<file path="src/prr_ram.sv">
`timescale 1ns / 1ps
// Generic single-write, single-read RAM with registered read data.
module prr_ram #(
   parameter int WIDTH = 16,
   parameter int DEPTH = 256,
   localparam int AW = $clog2(DEPTH)
) (
   input  logic             clock,
   input  logic             wr_en,
   input  logic [AW-1:0]    wr_addr,
   input  logic [WIDTH-1:0] wr_data,
   input  logic             rd_en,
   input  logic [AW-1:0]    rd_addr,
   output logic [WIDTH-1:0] rd_data
);

   logic [WIDTH-1:0] mem [DEPTH];
   logic [WIDTH-1:0] rd_data_ff;

   always_ff @(posedge clock) begin
      if (wr_en) begin
         mem[wr_addr] <= wr_data;
      end
      if (rd_en) begin
         rd_data_ff <= mem[rd_addr];
      end
   end

   assign rd_data = rd_data_ff;

endmodule

</file>
<file path="config.mk">
export PLATFORM = sky130hd
export DESIGN_NAME = prr_ram
export DESIGN_NICKNAME = d
export VERILOG_FILES = /design/src/prr_ram.sv
export SDC_FILE = /design/constraint.sdc
export NUM_CORES = 2
export LEC_CHECK = 0
export BUFFER_PORTS_ARGS = -buffer_cell sky130_fd_sc_hd__buf_2
export CAP_MARGIN = 20
export CORE_ASPECT_RATIO = 1.2
export CORE_MARGIN = 5
export CORE_UTILIZATION = 51
export CTS_CLUSTER_SIZE = 40
export DETAILED_ROUTE_END_ITERATION = 10
export PLACE_DENSITY_LB_ADDON = 0.08
export REMOVE_ABC_BUFFERS = 1
export SYNTH_ARGS = -nofsm -noshare
export SYNTH_HDL_FRONTEND = slang
export SYNTH_SLANG_ARGS = --single-unit
</file>
<file path="constraint.sdc">
create_clock -name clock -period 4.91 [get_ports clock]
set_input_delay 0.2455 -clock clock [delete_from_list [all_inputs] [get_ports clock]]
set_output_delay 0.2455 -clock clock [all_outputs]
set_load 0.05 [all_outputs]
</file>
==> run_results.csv <==
group,metric,value,unit
outcome,status,"finished clean",
logic_synthesis,synth-seq-area-share,0.7772,
hold_path,hold_class,"primary input to flip-flop",
floorplanning,ios,51,
placement,gp_congestion,0.8767,
timing,rsz0062_at_grt,"no",
logic_synthesis,synth-seq-cells,4112,
logic_synthesis,synth_area_leaders,"edfxtp_1 78%, mux4_2 11%, mux2i_1 3.6%, o221ai_1 1.4%, nor2_1 0.72%",
global_route,track_usage,0.2675,
drt,drt-initial-drc-count,9375,
clocking,htreeDepth,5,
drt,post_drt_wl_per_cell,35.37,um
global_route,grt_max_degree,177,
global_route,grt_pass1_vias,78750,
clocking,cts_root_buf,"clkbuf_16",
logic_synthesis,synthTopCellsByCount,"4112 x edfxtp_1, 797 x mux4_2, 565 x mux2i_1, 304 x nor2_1, 252 x o221ai_1",
drt,wl,436200,um
clocking,numCtsBuffers,403,
clocking,clk_pin_slew_worst_paths,0.06,ns
global_route,antenna_found_initial,27,
power,p_per_area,407.4,nW/um^2
setup_path,r2r-start,"mem[139][9]",
placement,io_buffers,50,
floorplanning,die_area,322800,um^2
power,leakage,57.30,nW
setup_path,r2r_end,"rd_data[9]",
clocking,clock_latency,0.95,ns
hold_path,hold_path_end,"mem[117][9]",
drt,drt-pass1-iter-count,5,
setup_path,cp.arrival,4.35,ns
floorplanning,fp.dieH,621.4,um
timing,final.setup_skew,0.03889,ns
logic_synthesis,yosysMostFrequentCell,"edfxtp_1",
clocking,cts_tree,"yes",
logic_synthesis,syn_inst,7360,
hold_path,min_path_cells,4,
drt,drc_errors,0,
setup_path,reg2regPathDepth,8,
global_route,grt_pass1_wl,612700,um
floorplanning,die_width,519.5,um
logic_synthesis,synth_top_area_frac,0.7772,
layout,drive_gt1_frac,0.2581,
logic_synthesis,yosysTopAreaCell,"edfxtp_1",
layout,nFillCells,22550,
timing,fin_setup_tns,0,ns
logic_synthesis,synth.avg_cell_area,21.59,um^2
timing,tightest_slew,1.361,ns
logic_synthesis,synthArstFlopShare,0,
timing,min_period,3.673,ns
floorplanning,fp-row-count,224,
setup_path,critPathCaptureType,"flip-flop",
drt,viasPerCell,6.403,
power,ir_worst_vdd,0.3179,mV
timing,fin_hold_ws,0.05807,ns
setup_path,worst-setup-path-type,"flip-flop to flip-flop",
logic_synthesis,ys_types,51,
clocking,clk_path_buf_depth,4,
setup_path,reg2reg_slack,1.24,ns
logic_synthesis,ys_warn_count,0,
logic_synthesis,synth_area,158900,um^2
floorplanning,core_area,310300,um^2
setup_path,worstPathMaxFanout,1,
layout,final_nets,7943,
timing,max_clock_freq,0.2722,GHz
timing,maxSlewViolCount,0,
timing,setup_violations,0,
drt,ant_nets,0,
floorplanning,start_util,0.5121,
layout,syn2layout_area_growth,13.38,%
setup_path,cp-start-kind,"flip-flop",
timing,finalCritPeriodShare,0.7481,
logic_synthesis,synth-edff-count,4112,
timing,max-slew-margin-rel,0.09270,
hold_path,hp-start,"wr_addr[4]",
timing,finalHoldViolCount,0,
placement,hpwl,262300,um
clocking,clock_sinks,4112,
setup_path,cp_data_required_time,5.59,ns
drt,vias,78970,
global_route,overflow,0,
run,drv_cap,0,
logic_synthesis,ys.flop_type,"edfxtp_1",
cells in the final DEF (no fill, tap or decap), drive strengths merged, types with 9 or more instances in the layout:
cell and instances:
bufinv 44, nand2 38, clkinvlp 19, o22ai 148
o31ai 16, a21oi 175, edfxtp 4112, mux4 797
nand3 35, nor2b 9, mux2 88, a22o 32
nand4 26, diode 19, nor4 18, a221oi 28
nor3 92, o32ai 21, a211oi 18, and3 11
a22oi 43, inv 19, buf 576, dlygate4sd3 17
clkinv 189, clkbuf 478, o21ai 38, nor2 304
o221ai 253, mux2i 565
cell families (layout without fill, tap and decap cells):
family | Yosys count | in the layout | synth area share
buffers and inverters | 456 | 1342 | 0.01692
other | 0 | 19 | 0
AOI/OAI and AO/OA | 786 | 786 | 0.03534
muxes | 1450 | 1450 | 0.1548
and+or+nand+nor | 556 | 556 | 0.01573
DFF | 4112 | 4112 | 0.7772
layer usage:
metal  part of all wire  wire, um  track usage  vias up
li1                   -         -            -    32450
met1               0.39    169400       0.3676    42480
met2               0.50    217100       0.4410     3441
met3              0.073     31760      0.04064      603
met4              0.041     17860      0.09586        0
met5                  0         0            0        -
metrics by stage:
stage / power (mW) / setup WS (ns) / cell area (um^2) / util / std cells
CTS: 73.95 / 1.216 / 180000 / 0.5802 / 12310
global route: 75.51 / 1.296 / 180100 / 0.5805 / 12320
finish: 73.38 / 1.237 / 180100 / 0.5806 / 12330
detailed placement: 43.29 / 0.4221 / 166700 / 0.5373 / 11550
floorplan: 40.97 / -1.969 / 156200 / - / 6908
global placement: 43.23 / 0.3070 / 166600 / 0.5369 / 11540
worst max-delay path: stages (launching register included):
cell and delay (ns):
edfxtp_1 0.37, mux4_2 0.47, mux2_2 0.30, a221oi_1 0.83, o31ai_1 0.44, buf_4 0.26
o32ai_1 0.31, buf_4 0.32, nor4_1 0.08
cell type report:
cell class	instances	area (um^2)	area share
antenna	19	47.55	0.0002640
clock buffer	476	10420	0.05786
clock inverter	267	2701	0.01500
inverter	4	27.53	0.0001528
multi-input combinational	2792	32970	0.1830
sequential	4112	123500	0.6855
tap	4068	5090	0.02826
timing repair buffer	595	5389	0.02992
where the power goes:
group          internal (mW)  switching (mW)  total, mW
Combinational           1.26            2.47       3.73
Sequential              38.7          0.0635       38.8
Clock                   17.5            13.3       30.9
registers in the layout, indices dropped and copies added, names as in the netlist:
name and count:
mem 4096, rd_data 16
what timing repair did:
action	4_1_cts	5_1_grt
setup endpoints to repair	0	0
endpoints found under the hold margin	1451	0
resized for setup	0	0
hold buffers	17	0
buffers inserted	0	0
worst max-delay path by stage:
| stage | startpoint | cells past startpoint | end |
|---|---|---|---|
| finish | mem[139][9] | 8 | rd_data[9] |
| global route | mem[139][9] | 8 | rd_data[9] |
| CTS | mem[139][9] | 8 | rd_data[9] |
| detailed placement | rd_addr[0] | 10 | rd_data[9] |
| global placement | rd_addr[1] | 10 | rd_data[15] |
| floorplan | rd_addr[2] | 6 | rd_data[4] |
Power figures use the tool's default switching activity.
