<file path="config.mk">
export PLATFORM = sky130hd
export DESIGN_NAME = prr_mac
export DESIGN_NICKNAME = d
export VERILOG_FILES = /design/src/prr_pkg.sv /design/src/prr_mac.sv
export SDC_FILE = /design/constraint.sdc
export NUM_CORES = 2
export LEC_CHECK = 0
export BUFFER_PORTS_ARGS = -buffer_cell sky130_fd_sc_hd__buf_2
export CELL_PAD_IN_SITES_DETAIL_PLACEMENT = 0
export CELL_PAD_IN_SITES_GLOBAL_PLACEMENT = 1
export CORE_MARGIN = 2
export CORE_UTILIZATION = 55
export DETAILED_ROUTE_END_ITERATION = 10
export GPL_TIMING_DRIVEN = 1
export PLACE_DENSITY = 0.95
export SYNTH_ARGS = -nofsm -noshare
export SYNTH_HDL_FRONTEND = slang
export SYNTH_SLANG_ARGS = --single-unit
</file>
<file path="constraint.sdc">
create_clock -name clock -period 15.7 [get_ports clock]
set_clock_uncertainty 0.1 [all_clocks]
set_input_delay 1.57 -clock clock [delete_from_list [all_inputs] [get_ports clock]]
set_output_delay 1.57 -clock clock [all_outputs]
set_load 0.1 [all_outputs]
</file>
<file path="src/prr_pkg.sv">
`timescale 1ns / 1ps
// Shared types and constants of the polyphase rational resampler.
package prr_pkg;

   localparam int SAMPLE_W = 16;
   localparam int COEF_W = 32;
   localparam int OUT_W = 32;
   localparam int PROD_W = SAMPLE_W + COEF_W;
   localparam int INDEX_W = 8;

   localparam int INTERP_W = 5;
   localparam int DECIM_W = 7;
   localparam int LENGTH_W = 9;
   localparam int SHIFT_W = 6;

   localparam int CSR_IDX_W = 2;
   localparam int CSR_DATA_W = 16;

   localparam int RESULT_LIMIT = 16;
   localparam int RESULT_CNT_W = $clog2(RESULT_LIMIT);

   localparam logic [CSR_IDX_W-1:0] REG_INTERP = 2'd0;
   localparam logic [CSR_IDX_W-1:0] REG_DECIM = 2'd1;
   localparam logic [CSR_IDX_W-1:0] REG_LENGTH = 2'd2;
   localparam logic [CSR_IDX_W-1:0] REG_SHIFT = 2'd3;

   localparam logic [INTERP_W-1:0] INTERP_RESET = 5'd1;
   localparam logic [DECIM_W-1:0] DECIM_RESET = 7'd52;
   localparam logic [LENGTH_W-1:0] LENGTH_RESET = 9'd48;
   localparam logic [SHIFT_W-1:0] SHIFT_RESET = 6'd31;

   localparam logic OP_PUSH = 1'b0;
   localparam logic OP_COEF = 1'b1;

   typedef struct packed {
      logic operation;
      logic signed [SAMPLE_W-1:0] sample_in;
      logic [INDEX_W-1:0] coef_index;
      logic signed [COEF_W-1:0] coef_value;
   } req_type;

   typedef struct packed {
      logic signed [OUT_W-1:0] sample_out;
      logic last;
   } rsp_type;

   typedef struct packed {
      logic clear;
      logic issue;
      logic use_term;
      logic finish;
   } mac_ctrl_type;

   typedef struct packed {
      logic busy;
   } mac_stat_type;

endpackage

</file>
<file path="src/prr_mac.sv">
`timescale 1ns / 1ps
// Multiply-accumulate pipeline with final arithmetic shift and saturation.
module prr_mac #(
   parameter int MAX_COEFFS = 256
) (
   input  logic                                  clock,
   input  logic                                  reset,
   input  prr_pkg::mac_ctrl_type                 ctrl,
   input  logic signed [prr_pkg::COEF_W-1:0]     coef_data,
   input  logic signed [prr_pkg::SAMPLE_W-1:0]   smp_data,
   input  logic [prr_pkg::SHIFT_W-1:0]           shift_amt,
   output prr_pkg::mac_stat_type                 stat,
   output logic signed [prr_pkg::OUT_W-1:0]      result
);
   import prr_pkg::*;

   localparam int ACC_W = PROD_W + $clog2(MAX_COEFFS);
   localparam logic signed [ACC_W-1:0] OUT_MAX =
      {{(ACC_W-OUT_W+1){1'b0}}, {(OUT_W-1){1'b1}}};
   localparam logic signed [ACC_W-1:0] OUT_MIN = ~OUT_MAX;

   logic s1_valid_ff, s1_valid_in;
   logic s1_use_ff, s1_use_in;
   logic s2_valid_ff, s2_valid_in;
   logic signed [PROD_W-1:0] prod_ff, prod_in;
   logic signed [ACC_W-1:0] acc_ff, acc_in;
   logic signed [ACC_W-1:0] shifted_ff, shifted_in;

   always_comb begin
      s1_valid_in = ctrl.issue;
      s1_use_in = ctrl.use_term;
      s2_valid_in = s1_valid_ff;
      prod_in = prod_ff;
      if (s1_valid_ff) begin
         prod_in = s1_use_ff ? PROD_W'(coef_data * smp_data) : '0;
      end
      acc_in = acc_ff;
      if (ctrl.clear) begin
         acc_in = '0;
      end else if (s2_valid_ff) begin
         acc_in = acc_ff + ACC_W'(prod_ff);
      end
      shifted_in = ctrl.finish ? (acc_ff >>> shift_amt) : shifted_ff;
   end

   always_ff @(posedge clock) begin
      if (reset) begin
         s1_valid_ff <= 1'b0;
         s2_valid_ff <= 1'b0;
      end else begin
         s1_valid_ff <= s1_valid_in;
         s2_valid_ff <= s2_valid_in;
      end
      s1_use_ff <= s1_use_in;
      prod_ff <= prod_in;
      acc_ff <= acc_in;
      shifted_ff <= shifted_in;
   end

   always_comb begin
      if (shifted_ff > OUT_MAX) begin
         result = OUT_MAX[OUT_W-1:0];
      end else if (shifted_ff < OUT_MIN) begin
         result = OUT_MIN[OUT_W-1:0];
      end else begin
         result = shifted_ff[OUT_W-1:0];
      end
   end

   assign stat.busy = s1_valid_ff | s2_valid_ff;

endmodule
</file>
==> impl_metrics.py <==
metrics = {
    "synthesis": {
        "synth_ff_type": "edfxtp_1",
        "ys_ff_latch": 163,
        "yosys_warnings": 0,
        "synthSimpleGateAreaFrac_pct": 18.10,
        "synth_top_area_cell": "fa_1",
        "synth_compound_area_share_pct": 11.23,
        "synthXorXnorAreaFrac_pct": 1.932,
        "yosys.area_share.adder_pct": 39.07,
        "ys_seq_area_share_pct": 14.17,
        "syn_avg_cell_area_um2": 8.615,
        "muxShareOfSynthArea_pct": 5.793,
        "synth_top_family_by_area": "adder cells",
        "synth_cells": 3525,
        "synth.top_cell.area_share_pct": 32.10,
        "netlist_area_um2": 30370,
        "synth_area_leaders": "fa_1 (32%), edfxtp_1 (10%), inv_1 (7.4%)",
        "async_reset_ff_share_pct": 0,
        "synthDistinctLibCells": 83,
        "syn_nets": 4241,
        "synth_edf_count": 104,
    },
    "global_routing": {
        "overflow": 0,
        "antenna_found_initial": 2,
        "grt_pass1_vias": 23978,
        "grt_pass1_wl_um": 123700,
        "grt_usage_pct": 27.16,
        "grt_max_degree": 80,
    },
    "floorplan": {
        "ios": 93,
        "core_um2": 54880,
        "die_area_um2": 57110,
        "rows": 86,
        "die_height_um": 239.0,
        "dieWidth_um": 239.0,
        "start_util_pct": 55.34,
    },
    "sta": {
        "hold_viol": 0,
        "hold_slack_ns": 0.4196,
        "rsz0062_at_grt": "no",
        "finalSetupViolations": 0,
        "fin_crit_ns": 8.037,
        "worst_pin_slew_ns": 1.200,
        "period_share_pct": 51.19,
        "slew_headroom_pct": 19.99,
        "max_freq_mhz": 124.4,
        "fin_tns_setup_ns": 0,
        "slew_violations": 0,
    },
    "worst_setup_path": {
        "cp-startpoint": "smp_data[1]",
        "cp.arrival_ns": 8.15,
        "cp-endpoint": "prod_ff[47]",
        "reg2regPathDepth": 10,
        "path_class": "primary input to register",
        "r2r-start": "prod_ff[3]",
        "cpMostUsedCell": "fa_1",
        "r2r_end": "acc_ff[55]",
        "critPathMaxFanout": 32,
        "critPathRequiredTime_ns": 15.82,
        "critical_path.max_stage_delay_ns": 0.54,
        "crit_path_start_kind": "primary input",
        "crit_slowest_cell": "fa_1",
        "endpoint_kind": "register",
        "cp_cell_sequence": "buf_2, nand2_1, fa_1, fa_1, fa_1, inv_1, fa_1, fa_1, inv_1, fa_1, inv_1, ha_1, a21o_1, a311oi_1, o21ai_1, a2111o_1, o211ai_2, o211ai_1, a31oi_1, nor4_1, a311o_1",
        "r2r_slack_ns": 12.13,
    },
    "layout": {
        "multi_input_area_um2": 23130,
        "layout_common_cells": "inv_1 (598), nand2_1 (578), fa_1 (487)",
        "diodes": 0,
        "syn2layout_area_growth_pct": 4.536,
        "fillers": 4921,
        "register_area_um2": 4307,
        "finalNonFillerCells": 4188,
        "fin_nets": 4187,
        "final_common_cell": "inv_1",
        "drive_gt1_share_pct": 6.372,
        "post-route-util_pct": 57.85,
    },
    "detailed_routing": {
        "highest_layer": "met5",
        "drt-total-wl_um": 73700,
        "wl_per_cell_um": 17.60,
        "drt_iter0_markers": 1733,
        "wl_met2_um": 33890,
        "dr.pass1.iters": 6,
        "wl_met1_um": 32440,
        "dr_total_vias": 23698,
        "ant_nets": 0,
        "remaining_drc_errors": 0,
        "avgViaCountPerCell": 5.659,
        "wl_met3_um": 5526,
    },
    "cts": {
        "path_clk_slew_ns": 0.07,
        "numCtsBuffers": 17,
        "htreeDepth": 4,
        "cts_buffer_depth": 2,
        "cts_hold_repair.buffers": 0,
        "clock_latency_ns": 0.46,
        "cts_root_buf": "clkbuf_16",
        "post_cts_buffers": 0,
        "clock_sinks": 163,
        "cts_tree": "done",
        "cts-resized-gates": 0,
    },
    "place": {
        "routabilityCongestion": 0.9141,
        "placedCellCount": 4156,
        "hpwl_um": 59360,
        "port_buffers": 92,
    },
    "hold_path": {
        "hp-start": "acc_ff[9]",
        "hold_path_class": "register to register",
    },
    "run": {
        "cap_violations": 0,
    },
    "status": {
        "outcome": "finished clean",
    },
}
## cells by family (layout without fill, tap and decap cells)
kind of cell    count (synthesis)  after routing
flops                         163            163
buf+inv                       780            739
fa+ha+maj                     656            656
xor+xnor                       67             67
mux                           125            125
simple gates                 1202           1202
compound gates                532            532
## sequential cells by signal (all words and copies together), names as in the netlist
register     flops
acc_ff          56
shifted_ff      56
prod_ff         48
s1_use_ff        1
s1_valid_ff      1
s2_valid_ff      1
## critical path, delay by kind of cell
family                     cells  cell delay, ns
and+or+nand+nor                2            0.27
AOI/OAI and AO/OA              8            2.17
adders and majority gates      7            3.42
buffers and inverters          4            0.66
## synth_stat cells (7+ instances only)
library cell / number
inv_1: 598
nand2_1: 578
fa_1: 487
and2_1: 217
nor2_1: 212
a21oi_1: 171
ha_1: 169
clkbuf_1: 142
o21ai_0: 115
edfxtp_1: 104
mux2i_1: 70
dfxtp_1: 59
a21o_1: 51
xnor2_1: 46
mux4_2: 39
nand3_1: 33
nor3_1: 32
a31oi_1: 27
o21a_1: 25
nand4_1: 24
a211oi_1: 22
xor2_1: 21
buf_1: 20
nand2b_1: 20
and3_1: 18
o21bai_1: 18
buf_2: 16
mux2_2: 15
nor2b_1: 14
nor4_1: 12
o211ai_1: 12
or3_1: 10
nand3b_1: 9
a211o_1: 8
or2_2: 7
## per-stage QoR
step / setup WS, ns / cell area (um^2)
6_report: 7.663 / 31750
5_1_grt: 7.296 / 31750
4_1_cts: 7.763 / 31750
3_5_place_dp: 7.287 / 31140
3_3_place_gp: 7.349 / 31140
2_1_floorplan: 8.073 / 30370
## layer usage
layer	track usage, %	vias to the layer above
li1	-	11169
met1	37.65	11587
met2	43.49	840
met3	5.450	100
met4	7.652	2
met5	0	-
## how the worst min path moves through the flow
stage / cells after the start / slack [ns] / endpoint
global route: 2 / 0.46 / acc_ff[13]
CTS: 2 / 0.42 / acc_ff[9]
global placement: 2 / 0.41 / acc_ff[0]
detailed placement: 2 / 0.41 / acc_ff[13]
floorplan: 0 / 0.31 / shifted_ff[55]
finish: 2 / 0.42 / acc_ff[9]
## cell type report
type / instances / area share [%]
well taps: 704 / 2.775
clock inverters: 15 / 0.5754
flip-flops and latches: 163 / 13.57
inverters: 601 / 7.106
clock buffers: 17 / 1.340
multi-input cells: 2582 / 72.86
repair buffers: 106 / 1.781
Power is not shown: default switching activity piles up to over one toggle a cycle in this logic, so the estimate is an artifact.
